## config.mk

```make
export PLATFORM = sky130hd
export DESIGN_NAME = shuffled_park_miller_rng
export DESIGN_NICKNAME = d
export VERILOG_FILES = /design/src/hw/rtl/spmr_pkg.sv /design/src/hw/rtl/spmr_table.sv /design/src/hw/rtl/spmr_mulmod.sv /design/src/hw/rtl/shuffled_park_miller_rng.sv
export SDC_FILE = /design/constraint.sdc
export NUM_CORES = 2
export LEC_CHECK = 0
export ABC_AREA = 0
export BUFFER_PORTS_ARGS = -buffer_cell sky130_fd_sc_hd__buf_2
export CORE_UTILIZATION = 57
export CTS_CLUSTER_SIZE = 40
export DETAILED_ROUTE_END_ITERATION = 10
export PLACE_DENSITY = 0.76
export SYNTH_ARGS = -nofsm -noshare
export SYNTH_HDL_FRONTEND = slang
export SYNTH_SLANG_ARGS = --single-unit
```

## constraint.sdc

```tcl
create_clock -name clock -period 6.1 [get_ports clock]
set_input_delay 1.22 -clock clock [delete_from_list [all_inputs] [get_ports clock]]
set_output_delay 1.22 -clock clock [all_outputs]
set_load 0.05 [all_outputs]
```

## src/hw/rtl/spmr_pkg.sv

```systemverilog
// Shared constants, types and helper functions of the shuffled minimal-standard generator.
package spmr_pkg;

   // Number of entries in the shuffle table.
   localparam int unsigned TABLE_DEPTH = 32;
   localparam int unsigned WARMUP_EXTRA = 8;
   localparam int unsigned ADDR_W = $clog2(TABLE_DEPTH);
   localparam int unsigned SEED_STEPS = TABLE_DEPTH + WARMUP_EXTRA;
   localparam int unsigned SEED_CNT_W = $clog2(SEED_STEPS);

   // Generator arithmetic.
   localparam logic [30:0] MODULUS = 31'h7FFF_FFFF;
   localparam logic [14:0] MULTIPLIER = 15'd16807;
   localparam logic [30:0] CLAMP_MAX = 31'd2147483389;
   localparam logic [31:0] SEED_RESET = 32'hFFFF_FFFF;

   // Bucket width that maps a 31-bit pick onto a table slot, and its reciprocal.
   localparam longint unsigned BUCKET = 64'd1 + (64'd2147483646 / TABLE_DEPTH);
   localparam int unsigned BUCKET_LOG = $clog2(BUCKET);
   localparam int unsigned RECIP_SHIFT = 31 + BUCKET_LOG;
   localparam longint unsigned RECIP_WIDE = ((64'd1 << RECIP_SHIFT) + BUCKET - 64'd1) / BUCKET;
   localparam logic [31:0] RECIP = RECIP_WIDE[31:0];

   // Table access issued by the controller.
   typedef struct packed {
      logic              rd_en;
      logic [ADDR_W-1:0] rd_addr;
      logic              wr_en;
      logic [ADDR_W-1:0] wr_addr;
      logic [30:0]       wr_data;
   } spmr_ram_req_type;

   // Table slot picked by a value: exact quotient by the bucket width, clamped to the last entry.
   function automatic logic [ADDR_W-1:0] slot_of(input logic [30:0] pick);
      logic [62:0] prod;
      logic [62:0] quot;
      prod = {32'd0, pick} * {31'd0, RECIP};
      quot = prod >> RECIP_SHIFT;
      if (quot >= 63'(TABLE_DEPTH)) begin
         slot_of = ADDR_W'(TABLE_DEPTH - 1);
      end else begin
         slot_of = quot[ADDR_W-1:0];
      end
   endfunction

endpackage

```

## src/hw/rtl/spmr_table.sv

```systemverilog
// Shuffle table memory with one registered read port and one write port.
module spmr_table (
   input  logic                         clock,
   input  spmr_pkg::spmr_ram_req_type   ram_req,
   output logic [30:0]                  rd_data
);
   import spmr_pkg::*;

   logic [30:0] mem [TABLE_DEPTH];
   logic [30:0] rd_data_ff;

   // Write port.
   always_ff @(posedge clock) begin
      if (ram_req.wr_en) begin
         mem[ram_req.wr_addr] <= ram_req.wr_data;
      end
   end

   // Read port; the data holds while no read is issued.
   always_ff @(posedge clock) begin
      if (ram_req.rd_en) begin
         rd_data_ff <= mem[ram_req.rd_addr];
      end
   end

   assign rd_data = rd_data_ff;

endmodule

```

## src/hw/rtl/spmr_mulmod.sv

```systemverilog
// Multiply by 16807 and reduce modulo 2^31-1, with a register between the two steps.
module spmr_mulmod (
   input  logic        clock,
   input  logic        mul_en,
   input  logic [30:0] operand,
   output logic [30:0] result
);
   import spmr_pkg::*;

   logic [45:0] mul_ff;
   logic [45:0] mul_in;
   logic [31:0] sum;

   // Product stage.
   assign mul_in = {15'd0, operand} * {31'd0, MULTIPLIER};

   always_ff @(posedge clock) begin
      if (mul_en) begin
         mul_ff <= mul_in;
      end
   end

   // Fold the high part onto the low part; one subtraction brings it below the modulus.
   assign sum = {17'd0, mul_ff[45:31]} + {1'b0, mul_ff[30:0]};

   always_comb begin
      if (sum >= {1'b0, MODULUS}) begin
         result = 31'(sum - {1'b0, MODULUS});
      end else begin
         result = sum[30:0];
      end
   end

endmodule

```

## src/hw/rtl/shuffled_park_miller_rng.sv

```systemverilog
// A draw on a seeded generator issues its table read and its multiply as the request is taken; the
// DRAW_FOLD state then writes the result into the output register once the previous result is taken.
// A new request is taken only in IDLE, so each draw finishes its write-back before the next is accepted.
// A seeding draw (first request, reseed, or a zero last pick) first runs the 40 warm-up steps,
// each a SEED_MUL and a SEED_FOLD state, and then a DRAW_ISSUE state to issue the table read.
// The output register lets the next request be taken while a result waits.
// Reset is synchronous: the generator is marked unseeded and the seed register reads -1.
// The shuffle table needs no clearing; seeding always fills it before it is read.
module shuffled_park_miller_rng (
   input  logic        clock,
   input  logic        reset,
   input  logic        csr_wr_en,
   input  logic [31:0] csr_wr_data,    // seed_value (signed)
   input  logic        req_tvalid,
   output logic        req_tready,
   input  logic [7:0]  req_tdata,      // [0] reseed, [7:1] zero
   output logic        rsp_tvalid,
   input  logic        rsp_tready,
   output logic [31:0] rsp_tdata       // [30:0] sample, [31] zero
);
   import spmr_pkg::*;

   typedef enum logic [2:0] {
      IDLE,
      SEED_MUL,
      SEED_FOLD,
      DRAW_ISSUE,
      DRAW_FOLD
   } state_type;

   state_type             state_ff, state_in;
   logic [31:0]           seed_ff, seed_in;
   logic [30:0]           gen_ff, gen_in;
   logic [SEED_CNT_W-1:0] cnt_ff, cnt_in;
   logic [ADDR_W-1:0]     slot_ff, slot_in;
   logic                  seeded_ff, seeded_in;
   logic                  rsp_valid_ff, rsp_valid_in;
   logic [30:0]           sample_ff, sample_in;

   spmr_ram_req_type      ram_req;
   logic [30:0]           rd_data;
   logic                  mul_en;
   logic [30:0]           mul_result;
   logic                  req_accept;
   logic                  rsp_free;
   logic [31:0]           seed_neg;
   logic [30:0]           start_value;

   spmr_table u_table (
      .clock   (clock),
      .ram_req (ram_req),
      .rd_data (rd_data)
   );

   spmr_mulmod u_mulmod (
      .clock   (clock),
      .mul_en  (mul_en),
      .operand (gen_ff),
      .result  (mul_result)
   );

   assign req_tready = (state_ff == IDLE);
   assign req_accept = req_tvalid && req_tready;
   assign rsp_free   = !rsp_valid_ff || rsp_tready;
   assign rsp_tvalid = rsp_valid_ff;
   assign rsp_tdata  = {1'b0, sample_ff};

   // Start state: the negated seed, saturated at the modulus, or 1 for a non-negative seed.
   assign seed_neg = 32'd0 - seed_ff;
   always_comb begin
      if (seed_ff[31]) begin
         start_value = (seed_neg > {1'b0, MODULUS}) ? MODULUS : seed_neg[30:0];
      end else begin
         start_value = 31'd1;
      end
   end

   // Sequencer: seeding walk over the table, then the read, advance and write-back of a draw.
   always_comb begin
      state_in     = state_ff;
      seed_in      = csr_wr_en ? csr_wr_data : seed_ff;
      gen_in       = gen_ff;
      cnt_in       = cnt_ff;
      slot_in      = slot_ff;
      seeded_in    = seeded_ff;
      rsp_valid_in = rsp_valid_ff && !rsp_tready;
      sample_in    = sample_ff;
      mul_en       = 1'b0;
      ram_req      = '0;

      unique case (state_ff)
         IDLE: begin
            if (req_accept) begin
               if (req_tdata[0] || !seeded_ff) begin
                  gen_in   = start_value;
                  cnt_in   = SEED_CNT_W'(SEED_STEPS - 1);
                  state_in = SEED_MUL;
               end else begin
                  mul_en          = 1'b1;
                  ram_req.rd_en   = 1'b1;
                  ram_req.rd_addr = slot_ff;
                  state_in        = DRAW_FOLD;
               end
            end
         end
         SEED_MUL: begin
            mul_en   = 1'b1;
            state_in = SEED_FOLD;
         end
         SEED_FOLD: begin
            gen_in = mul_result;
            // The last steps of the walk fill the table from the top entry down.
            if (cnt_ff < SEED_CNT_W'(TABLE_DEPTH)) begin
               ram_req.wr_en   = 1'b1;
               ram_req.wr_addr = cnt_ff[ADDR_W-1:0];
               ram_req.wr_data = mul_result;
            end
            if (cnt_ff == '0) begin
               slot_in  = slot_of(mul_result);
               state_in = DRAW_ISSUE;
            end else begin
               cnt_in   = cnt_ff - 1'b1;
               state_in = SEED_MUL;
            end
         end
         DRAW_ISSUE: begin
            mul_en          = 1'b1;
            ram_req.rd_en   = 1'b1;
            ram_req.rd_addr = slot_ff;
            state_in        = DRAW_FOLD;
         end
         DRAW_FOLD: begin
            // Wait here while the previous result still sits in the output register.
            if (rsp_free) begin
               gen_in          = mul_result;
               ram_req.wr_en   = 1'b1;
               ram_req.wr_addr = slot_ff;
               ram_req.wr_data = mul_result;
               sample_in       = (rd_data > CLAMP_MAX) ? CLAMP_MAX : rd_data;
               rsp_valid_in    = 1'b1;
               seeded_in       = (rd_data != 31'd0);
               slot_in         = slot_of(rd_data);
               state_in        = IDLE;
            end
         end
         default: begin
            state_in = IDLE;
         end
      endcase
   end

   // State and registered outputs.
   always_ff @(posedge clock) begin
      if (reset) begin
         state_ff     <= IDLE;
         seed_ff      <= SEED_RESET;
         gen_ff       <= '0;
         seeded_ff    <= 1'b0;
         rsp_valid_ff <= 1'b0;
      end else begin
         state_ff     <= state_in;
         seed_ff      <= seed_in;
         gen_ff       <= gen_in;
         seeded_ff    <= seeded_in;
         rsp_valid_ff <= rsp_valid_in;
      end
      cnt_ff    <= cnt_in;
      slot_ff   <= slot_in;
      sample_ff <= sample_in;
   end

   // A new result appears only at the end of a draw's write-back.
   a_result_from_draw : assert property (@(posedge clock) disable iff (reset)
      $rose(rsp_valid_ff) |-> $past(state_ff) == DRAW_FOLD)
      else $error("result raised outside a draw write-back");

   // Delivered samples never exceed the clamp value.
   a_sample_clamped : assert property (@(posedge clock) disable iff (reset)
      rsp_valid_ff |-> sample_ff <= CLAMP_MAX)
      else $error("sample above clamp value");

   // A request on an unseeded generator always starts the seeding walk.
   a_unseeded_seeds : assert property (@(posedge clock) disable iff (reset)
      req_accept && !seeded_ff |=> state_ff == SEED_MUL && cnt_ff == SEED_CNT_W'(SEED_STEPS - 1))
      else $error("unseeded request did not start seeding");

   // A draw writes back to the same slot that it read, where no stall came between the read and the write-back.
   a_writeback_slot : assert property (@(posedge clock) disable iff (reset)
      state_ff == DRAW_FOLD && $past(ram_req.rd_en) && ram_req.wr_en
      |-> ram_req.wr_addr == $past(ram_req.rd_addr))
      else $error("write-back slot differs from read slot");

endmodule

```

; ---- Word level (Yosys, flattened, before mapping)
; Memories as Yosys holds them, arrays and structs flattened. A register that Yosys moved wholly into a read port is not among the register bits.
; Cells that the tools add are included.
[op_classes]
add_sub_neg = 4
n_mul = 1
order_cmp = 6
n_eq_ne = 9
mux = 34
reduce_logical = 19
[op_table]
columns = operator, count
row1 = $mux W31, 6
row2 = $pmux W31 S3, 1
row3 = $mux W37, 2
row4 = $pmux W37 S2, 1
row5 = $mul A31 B15 Y46 const B, 1
row6 = $add A15 B31 Y32, 1
row7 = $ge A32 B31 Y1 const B, 1
row8 = $gt A32 B31 Y1 const B, 1
row9 = $sub A1 B32 Y32 const A, 1
row10 = $gt A31 B31 Y1 const B, 1
row11 = $reduce_bool A31 Y1, 1
row12 = $sub A31 B31 Y31 const B, 1
row13 = $mux W6, 5
row14 = $pmux W6 S2, 2
row15 = $mux W5, 4
row16 = $pmux W3 S5, 1
row17 = $ge A5 B6 Y1 const B, 2
row18 = $pmux W5 S2, 1
row19 = $mux W3, 3
row20 = $reduce_and A4 Y1, 2
row21 = $eq A3 B2 Y1 const B, 2
row22 = $logic_not A6 Y1, 1
row23 = $lt A6 B6 Y1 const B, 1
row24 = $mux W1, 6
row25 = other kinds (16), 25
[totals]
reg_bits = 156
mem_bits_rw = 992
inputBits = 45
output_inout_bits = 34
elab_cells = 83
mem_count = 1
[memory_table]
columns = name, depth, word_bits, read_ports, rd_ports_with_merged_regs, wr, line_no
row1 = u_table.mem, 32, 31, 1, 1, 1, spmr_table.sv:9  ; logic [30:0] mem [TABLE_DEPTH];

; ---- Logic depth before layout (Yosys ltp)
[logic_depth]
ltp_word = 7
mapped_depth = 23
ltp_nobuf = 23

; ---- By module
; Synthesis repeated with hierarchy kept, for this count alone.
[unflattened]
cells_unflattened = 4017
hier_area_um2 = 56255.2
[modules_own_cells]
columns = module, n_inst, cells_per_inst, area_each_um2, seq_area_each_um2
row1 = spmr_table, 1, 2192, 39474.1, 30719.5
row2 = spmr_mulmod, 1, 1220, 11218.3, 1381.3
row3 = shuffled_park_miller_rng, 1, 605, 5562.8, 2622.5

; ---- Worst setup path before layout
; Ideal clock, no wire load.
[synth_timing]
path_type = register -> register
from = register gen_ff[13]
to = register u_mulmod.mul_ff[44] (data pin)
setup_time_ps = 261
arrival_ps = 5793
required_time_ps = 5839
slack_ps = 46
path_stages_with_launch = 24
n_path_buf = 0
period_less_slack_ps = 6054
path_cell_list = dfxtp_1 inv_1 fa_1 inv_1 ha_1 fa_1 inv_1 fa_1 inv_1 fa_1 inv_1 fa_1 inv_1 ha_1 nand2_1 o21ai_0 o2111ai_1 a32oi_1 o31ai_1 a2111oi_0 o211a_1 o21a_1 o21ai_0 xnor2_1
[synth_via]
elab_chain_cells = 1
[synth_lines]
columns = element, line_no
row1 = from (decl), shuffled_park_miller_rng.sv:33  ; logic [30:0] gen_ff, gen_in;
row2 = from (signal assigned), shuffled_park_miller_rng.sv:163  ; gen_ff <= gen_in;
row3 = $mul A31 B15 Y46, spmr_mulmod.sv:15  ; assign mul_in = {15'd0, operand} * {31'd0, MULTIPLIER};
row4 = net u_mulmod.mul_in[44], spmr_mulmod.sv:11  ; logic [45:0] mul_in;
row5 = to (signal assigned), spmr_mulmod.sv:19  ; mul_ff <= mul_in;
row6 = to (decl), spmr_mulmod.sv:10  ; logic [45:0] mul_ff;
; The timed path passes the listed nets, and every way through them passes these cells.
; A chain may end at the register's enable or synchronous reset.

; ---- Worst setup path in the final report
; Ends and elaborated chain as after synthesis.

==> flow_summary.yaml <==
floorplanning:
  num_io_pins: 79
  dieArea_um2: 98940
  die_x_um: 314.5
  core_area_um2: 96710
  rows: 114
  initial_core_util_pct: 57.58
  die_h_um: 314.5
critical_path:
  worst_path_max_delay_cell: "fa_1"
  cp_data_required_time_ns: 6.53
  arrival_ns: 6.42
  critical-path-max-stage-delay_ns: 0.53
  cp_max_fo: 3
  path_common_cell: "inv_1"
  cp-end-kind: "flop"
  timing.reg2reg.setup_slack_ns: 0.11
  crit_type: "reg2reg"
  crit_chain: "inv_1, fa_1, inv_1, ha_1, fa_1, inv_1, fa_1, inv_1, fa_1, inv_1, fa_1, inv_1, ha_4, a21oi_2, o21ai_2, a211oi_2, a32oi_2, o31ai_4, a2111oi_4, o211a_1, o21a_1, o21ai_2, xnor2_1"
  start_kind: "flop"
global_routing:
  grt_first_pass_wirelength_um: 199300
  grt_max_degree: 133
  grt_pass1_vias: 33260
  grt_overflow_total: 0
  antenna_found_initial: 3
  track_usage_pct: 26.86
worst_hold_path:
  min_path_type: "reg2reg"
yosys:
  syn_avg_cell_area_um2: 14.19
  syn_nets: 4308
  synth_edf_count: 1111
  netlist_instances: 3924
  yosysUniqueCellTypes: 89
  ys_warn_count: 0
  syn_area_um2: 55680
  synth_flop_cell: "edfxtp_1"
  yosysSeqAreaShare_pct: 62.36
  async_flop_share_pct: 0
  synth-seq-cells: 1179
clocking:
  cts.clk_slew.worst_paths_ns: 0.06
  tritoncts: "done"
  clock_sinks: 1179
  cts-htree-levels: 3
  cts_buffers: 110
  clock-root-buffer: "clkbuf_16"
  clk_path_buf_depth: 3
  clk_latency_ns: 0.70
run_status:
  status: "finished, final reports clean"
pwr:
  leakagePower_nw: 24.44
  powerDensity_nw_per_um2: 304.9
  ir_worst_vdd_mv: 0.2221
  fin_total_pwr_mw: 19.10
route:
  post_drt_wl_per_cell_um: 24.38
  initialDrtViolationCount: 3449
  routed_wl_um: 133300
  drtAntennaViolNets: 0
  vias: 33530
  via_per_inst: 6.132
  dr.pass1.iters: 6
  drc: 0
finish:
  drive_gt1_share_pct: 16.94
  syn_to_final_growth_pct: 12.55
  nNetsFinal: 4481
  stdcell_count: 5468
  final_area_um2: 62670
  post-route-util_pct: 64.80
placement:
  place.gp.congestion: 0.9283
  dp.cells: 5258
  place_area_um2: 58770
  dp_hpwl_um: 83700
  io_buffer_count: 70
sta:
  relSlewSlack_pct: 15.77
  min_period_ns: 5.994
  setup_viol: 0
  holdWs_ns: 0.5028
  max_clock_freq_ghz: 0.1668
  hold_viol_final: 0
  worst_slew_pin_slew_ns: 1.262
  clock_skew_ns: 0.02576
  finalMaxSlewViolations: 0
  fin_crit_sh_pct: 98.26
flow_run:
  max_cap_violations: 0
-- registers in the layout, indices dropped and copies added (netlist names) --
signal and cells:
u_mulmod.mul_ff 46, seeded_ff 1, cnt_ff 6, rsp_tvalid 1, state_ff 3, sample_ff 31
u_table.mem 992, slot_ff 5, seed_ff 32, gen_ff 31, u_table.rd_data 31
-- Yosys cell counts (all sizes together), types with 6 or more instances --
library cell,count,share of area (%)
o31ai,7,0.094
o21bai,9,0.12
mux2,33,0.67
mux4,93,3.8
nor4,18,0.20
fa,134,4.8
ha,205,4.6
or4,6,0.088
a211oi,34,0.50
nor2,126,0.85
inv,313,2.1
o211a,6,0.11
a21o,23,0.31
xnor2,61,0.96
o21a,9,0.12
clkbuf,172,1.2
nand3,94,0.84
or2,13,0.15
a2111oi,8,0.17
nand4,22,0.25
a22oi,7,0.094
mux2i,309,5.6
nor2b,13,0.15
a311oi,38,0.60
and3,41,0.46
edfxtp,1111,60
nand2b,11,0.12
o22ai,134,1.5
buf,30,0.27
xor2,36,0.57
o211ai,6,0.081
or3,7,0.079
nor3,39,0.35
and2,12,0.14
nand2,398,2.7
a31oi,38,0.43
o21ai,92,0.83
dfxtp,68,2.4
a21oi,76,0.68
-- per-stage QoR --
stage | setup TNS [ns] | worst slack, ns
finish | 0 | 0.1063
CTS | 0 | 0.02006
global route | -0.1181 | -0.07588
global placement | -0.6455 | -0.2395
floorplan | 0 | 0.04578
detailed placement | -1.491 | -0.3376
-- final cells by class --
type	instances	area [um2]
clock buffers	133	2849
fillers	6776	34040
inverters	314	1184
well taps	1276	1597
diodes	1	2.502
clock inverters	73	670.6
multi-input cells	2227	19690
flip-flops and latches	1179	34740
repair buffers	265	1939
-- cell usage in the layout, fill, tap and decap left out, types with 13 or more instances in the layout --
master,count
buf_2,70
o21ai_0,81
nand3_1,93
mux2i_1,309
a311oi_1,37
clkbuf_16,110
ha_1,195
clkinv_1,32
xor2_1,36
inv_1,299
nor4_1,18
nor2_1,75
a21oi_1,64
nor2_4,34
clkinv_2,15
o22ai_1,134
buf_4,185
nand4_1,22
and3_1,41
a211oi_1,30
dfxtp_1,58
nor2_2,17
nor3_1,31
mux4_2,93
a21o_1,22
fa_1,132
xnor2_1,61
or2_2,13
edfxtp_1,1111
nand2_1,393
a31oi_1,36
clkbuf_1,22
mux2_2,33
-- power breakdown --
part	total [mW]	leakage (nW)	switching (mW)	internal, mW
Combinational	3.35	11.8	1.98	1.37
Sequential	9.04	10.9	0.107	8.93
Clock	6.72	1.70	2.96	3.76
Total	19.1	24.4	5.05	14.1
-- metal layers --
metal | global-route usage [%] | vias to the layer above | share of wire (%)
met5 | 0 | - | 0.022
met2 | 44.74 | 1520 | 49
met4 | 9.455 | 4 | 3.2
li1 | - | 14990 | -
met1 | 35.98 | 16760 | 39
met3 | 4.289 | 249 | 8.6
-- kinds of logic after synthesis --
group / share of synthesized area (%)
muxes: 9.984
buffers and inverters: 3.591
adders and majority gates: 9.425
DFF: 62.36
xor gates and xnor gates: 1.526
AOI/OAI and AO/OA: 6.389
other: 0.006735
and+or+nand+nor: 6.717
-- path summary, 6_finish.rpt --
path                         end  cells past startpoint                 from
max          u_mulmod.mul_ff[44]                     23           gen_ff[13]
min                sample_ff[25]                      0  u_table.rd_data[25]
max reg2reg  u_mulmod.mul_ff[44]                     23           gen_ff[13]
min reg2reg        sample_ff[25]                      0  u_table.rd_data[25]
-- critical path, delay by kind of cell (launching register included) --
kind | cells | cell delay [ns]
buffers and inverters | 6 | 0.32
DFF | 1 | 0.33
xor gates and xnor gates | 1 | 0.07
adders and majority gates | 7 | 3.10
AOI/OAI and AO/OA | 9 | 1.89
-- timing repair --
item                                    4_1_cts  5_1_grt
hold buffers                                  0        0
pin swaps                                     1       36
gates resized for setup                      15       69
endpoints found under the setup margin       14       15
buffers inserted                              1        3
(Power assumes the default switching activity.)
